<file path="src/design/c5k_cell.sv">
// Multiply-accumulate cell: one tap of the 25-tap chain
`timescale 1ns / 1ps
`default_nettype none
module c5k_cell (
  input  wire logic               clk,
  input  wire logic               advance,
  input  wire logic signed [15:0] pixel,
  input  wire logic signed [15:0] weight,
  input  wire logic signed [35:0] sum_in,
  output logic signed [35:0]      sum_out
);
  logic signed [31:0] prod;

  // register the product, then add on the next stage
  always_ff @(posedge clk) begin
    if (advance) begin
      prod    <= pixel * weight;
      sum_out <= sum_in + 36'(prod);
    end
  end
endmodule
`default_nettype wire

</file>
<file path="config.mk">
export PLATFORM = sky130hd
export DESIGN_NAME = c5k_cell
export DESIGN_NICKNAME = d
export VERILOG_FILES = /design/src/design/c5k_cell.sv
export SDC_FILE = /design/constraint.sdc
export NUM_CORES = 1
export LEC_CHECK = 0
export ABC_AREA = 1
export BUFFER_PORTS_ARGS = -buffer_cell sky130_fd_sc_hd__buf_4
export CORE_MARGIN = 2
export CORE_UTILIZATION = 64
export DETAILED_ROUTE_END_ITERATION = 16
export PLACE_DENSITY_LB_ADDON = 0.12
export SETUP_SLACK_MARGIN = 0.4
export SYNTH_ARGS = -nofsm -noshare
export SYNTH_HDL_FRONTEND = slang
export SYNTH_SLANG_ARGS = --single-unit
</file>
<file path="constraint.sdc">
create_clock -name clk -period 6.67 [get_ports clk]
set_input_delay 0.3335 -clock clk [delete_from_list [all_inputs] [get_ports clk]]
set_output_delay 0.3335 -clock clk [all_outputs]
set_load 0.01 [all_outputs]
</file>
# == After elaboration in Yosys (flattened, before gate mapping) ==
# Cells that the tools add are included.
# op_classes
addsub,1
multipliers,1
# ops
operator,n
adder 36 x 32 -> 36 bit,1
multiplier 16 x 16 -> 32 bit,1
# word_totals
register_bits,68
elab_cells,4

# == Longest topological paths before layout ==
# logic_depth
ltp_word,1
mapped_depth,28
mapped_depth_nobuf,26

# == Least setup slack after synthesis ==
# Ideal clock, no wire load.
# synth_timing
path_type,in2reg
startpoint,input weight[6]
endpoint,register prod[31] (data pin)
setup_slack_ps,1131
t_arrival_ps,5283
path_buffers,2
path_stages,24
cell_sequence,clkbuf_1 -> clkbuf_1 -> nand2_1 -> fa_1 -> inv_1 -> fa_1 -> inv_1 -> fa_1 -> fa_1 -> fa_1 -> fa_1 -> inv_1 -> ha_1 -> nand2_1 -> inv_1 -> nand2_1 -> inv_1 -> nand2_1 -> nor3_1 -> nand2_1 -> inv_1 -> nor2_1 -> nand2_1 -> nand2_1
# synth_via
elab_chain_cells,1
# synth_rtl
element,line_no,rtl
start: declaration,8,"input wire logic signed [15:0] weight,"
multiplier 16 x 16 -> 32 bit,17,prod <= pixel * weight;
end signal: assignment,17,
end: declaration,12,logic signed [31:0] prod;
# Every way passes these cells.
# A chain may end at the register's enable or synchronous reset.

# == Worst setup path after layout ==
# layout_timing
startpoint,input weight[1]
endpoint,register prod[30] (data pin)
# Same word-level chain as after synthesis.

==> summary.md <==
| Metric | Value |
|---|---|
| Layout Skew | `12.1 ps` |
| Initial Util | `0.645` |
| Cells after synthesis | `2073` |
| Crit path launch | `weight[1]` |
| Syn Nets | `between 2000 and 3000` |
| Critical path class | `in -> reg` |
| TritonCTS Sinks | `68` |
| # hold bufs at CTS | `0` |
| Vias in the first global route | `around 14000` |
| Share of cells above drive strength 1 | `0.0767` |
| Placement row count | `57` |
| CTS clk-pin slew, worst paths | `60 ps` |
| Final ANT Viol Nets | `0` |
| Die Area | `about 26000 um2` |
| Core Util, Final | `0.700` |
| Number of buffers created by CTS | `9` |
| TritonRoute pass-1 iters | `7` |
| Status | `finished, final reports clean` |
| Critical Path Fanout Max | `16` |
| CP Launch Type | `input pin` |
| Post-Syn Area | `15500 um2` |
| Port Buffers | `105` |
| Post-synth top area cell | `fa_1` |
| Routability congestion estimate | `slightly above 0.9` |
| H-tree depth | `3` |
| Iter 0 DRT Violations | `903` |
| Fin nets | `2583` |
| Minimum clock period | `around 5500 ps` |
| Resized cells post-CTS | `0` |
| Rel. slew slack | `0.430` |
| Worst Max-Slew Pin Slew | `~850 ps` |
| Fin. max-slew vios | `0` |
| CTS max path bufs | `2` |
| Routed wire length | `around 38000 um` |
| Via-per-instance ratio | `5.22` |
| Syn Area/Cell | `7.50 um2` |
| Area growth, synth to finish | `8.53%` |
| Final setup fails | `0` |
| Die Y | `160 um` |
| Wirelength per Cell | `between 15 and 20 um` |
| Setup tns final | `0 ps` |
| Clk_lat worst skew | `340 ps` |
| Die width | `160 um` |
| Storage element area | `2040 um2` |
| Final Hold Fails | `0` |
| Setup crit end | `prod[30]$_DFFE_PP_` |
| Critical Path AT | `5590 ps` |
| Initial antenna violation count | `0` |
| Root Buffer | `clkbuf_16` |
| Fillers | `1997` |
| DRC | `0` |
| Hold WS | `~290 ps` |
| Max_cap viols | `0` |
| Vias | `12851` |
| Multi-input gate area | `11000 um2` |
| R2R Path End | `sum_out[32]$_DFFE_PP_` |
| Setup slack, reg-to-reg | `around 4000 ps` |
| Sequential fraction of the synthesis area | `0.131` |
| CTS tree | `done` |
| Ports | `around 110` |
| Diodes inserted | `0` |
| Core area | `24100 um2` |
| Post-CTS Setup Inserts | `0` |
| CP endpoint kind | `flip-flop` |
| Dpl hpwl | `32300 um` |
| RSZ-0062 raised after global routing | `false` |
| Tcrit/Tclk final | `0.823` |
| Worst Path Required | `6770 ps` |
| Overflow after GRT | `0` |
| Top cell type's share of synthesized area | `0.339` |
| Critical R2R Launch | `prod[0]$_DFFE_PP_` |
| Largest net degree at the start of global routing | `69` |
| Reg2reg path depth | `13` |
| Fmax | `182 MHz` |
| Worst Hold Class | `in -> reg` |
| #FFs+latches synth | `68` |
| GRT Overall Usage | `0.316` |
| Unique masters post-synth | `34` |
| Synth Warn # | `0` |
| First-pass GRT wire length | `65000 um` |
| Area contributors post-synth | `fa_1 (34%), nand2_1 (14%), inv_1 (14%)` |
## cell usage after synthesis
| cell type | n |
|---|---|
| xnor2_1 | 7 |
| a21o_1 | 3 |
| a21oi_1 | 52 |
| o211ai_1 | 1 |
| nand3b_1 | 3 |
| o21ai_1 | 1 |
| nor2_1 | 99 |
| or2_2 | 6 |
| fa_1 | 263 |
| o21bai_1 | 8 |
| edfxtp_1 | 68 |
| xor2_1 | 33 |
| inv_2 | 5 |
| nand3_2 | 6 |
| nand2_1 | 597 |
| ha_1 | 117 |
| nor3_1 | 16 |
| a31oi_1 | 2 |
| inv_1 | 592 |
| o21a_1 | 1 |
| a21boi_1 | 1 |
| o21ai_0 | 26 |
| buf_1 | 1 |
| clkbuf_1 | 55 |
| nor3_2 | 2 |
| nor2_4 | 2 |
| nor2_2 | 5 |
| nand3_1 | 63 |
| nand4_1 | 17 |
| nor4_1 | 1 |
| nand2_2 | 12 |
| a21oi_2 | 6 |
| a21boi_0 | 1 |
| or2_1 | 1 |
## worst max-delay path, cell delays in order
cell	delay [ps]
buf_4	210
nand2_1	120
inv_1	130
fa_1	550
fa_1	800
inv_1	130
fa_1	520
fa_1	570
fa_1	430
fa_1	490
inv_1	40
ha_1	360
nand2_1	110
nor2_1	150
nand2_1	120
nor3_1	250
nand2_1	120
nand3_1	90
nand2_1	50
## metrics by stage
step                      cell area (um2)  std cells  setup WS [ps]
final                               16900       2462           1180
after CTS                           16900       2462           1190
after detailed placement            16500       2446            833
after global placement              16500       2446            883
after floorplan                     15500       2073           1130
after global routing                16900       2462            903
## kinds of logic after synthesis
family,share of synthesized area
AND/OR/NAND/NOR,0.219
buffers and inverters,0.158
adder cells (fa/ha/maj),0.433
AO/OA/AOI/OAI,0.0369
flip-flops,0.131
XOR/XNOR,0.0225
## area by class of cell
| class | count | share of cell area |
|---|---|---|
| multi-input combinational | 1352 | 0.655 |
| inverter | 597 | 0.133 |
| sequential | 68 | 0.121 |
| timing repair buffer | 105 | 0.0467 |
| tap | 324 | 0.0240 |
| clock buffer | 10 | 0.0136 |
| clock inverter | 6 | 0.00668 |
## cell usage in the layout, fill, tap and decap left out, types with 3 or more instances in the layout
cell,synthesis,routed
nand3b_1,3,3
o21bai_1,8,8
nor3_1,16,16
nand4_1,17,17
buf_4,0,105
nor2_2,5,5
or2_2,6,6
inv_2,5,5
nand2_1,597,597
inv_1,592,592
xnor2_1,7,7
a21o_1,3,3
nand3_2,6,6
nand3_1,63,63
fa_1,263,263
ha_1,117,117
xor2_1,33,33
edfxtp_1,68,68
o21ai_0,26,26
a21oi_1,52,52
clkbuf_16,0,9
bufinv_16,0,3
nand2_2,12,12
nor2_1,99,99
a21oi_2,6,6
## metal layers
metal,global-route usage,part of all wire
met5,0,0
met4,0.129,0.037
met3,0.0327,0.054
met2,0.578,0.51
met1,0.382,0.39
## how the worst min path moves through the flow
stage / startpoint / endpoint / slack (ps) / depth (start not counted)
after floorplan: advance / prod[0]$_DFFE_PP_ / 450 / 0
after global placement: prod[0]$_DFFE_PP_ / sum_out[0]$_DFFE_PP_ / 520 / 1
after detailed placement: prod[0]$_DFFE_PP_ / sum_out[0]$_DFFE_PP_ / 540 / 1
after CTS: sum_in[0] / sum_out[0]$_DFFE_PP_ / 290 / 2
after global routing: sum_in[0] / sum_out[0]$_DFFE_PP_ / 300 / 2
final: sum_in[0] / sum_out[0]$_DFFE_PP_ / 290 / 2
## state kept, by name (all words and copies together) (netlist names)
signal,count
sum_out,36
prod,32
Power is not shown: default switching activity piles up to over one toggle a cycle in this logic, so the estimate is an artifact.
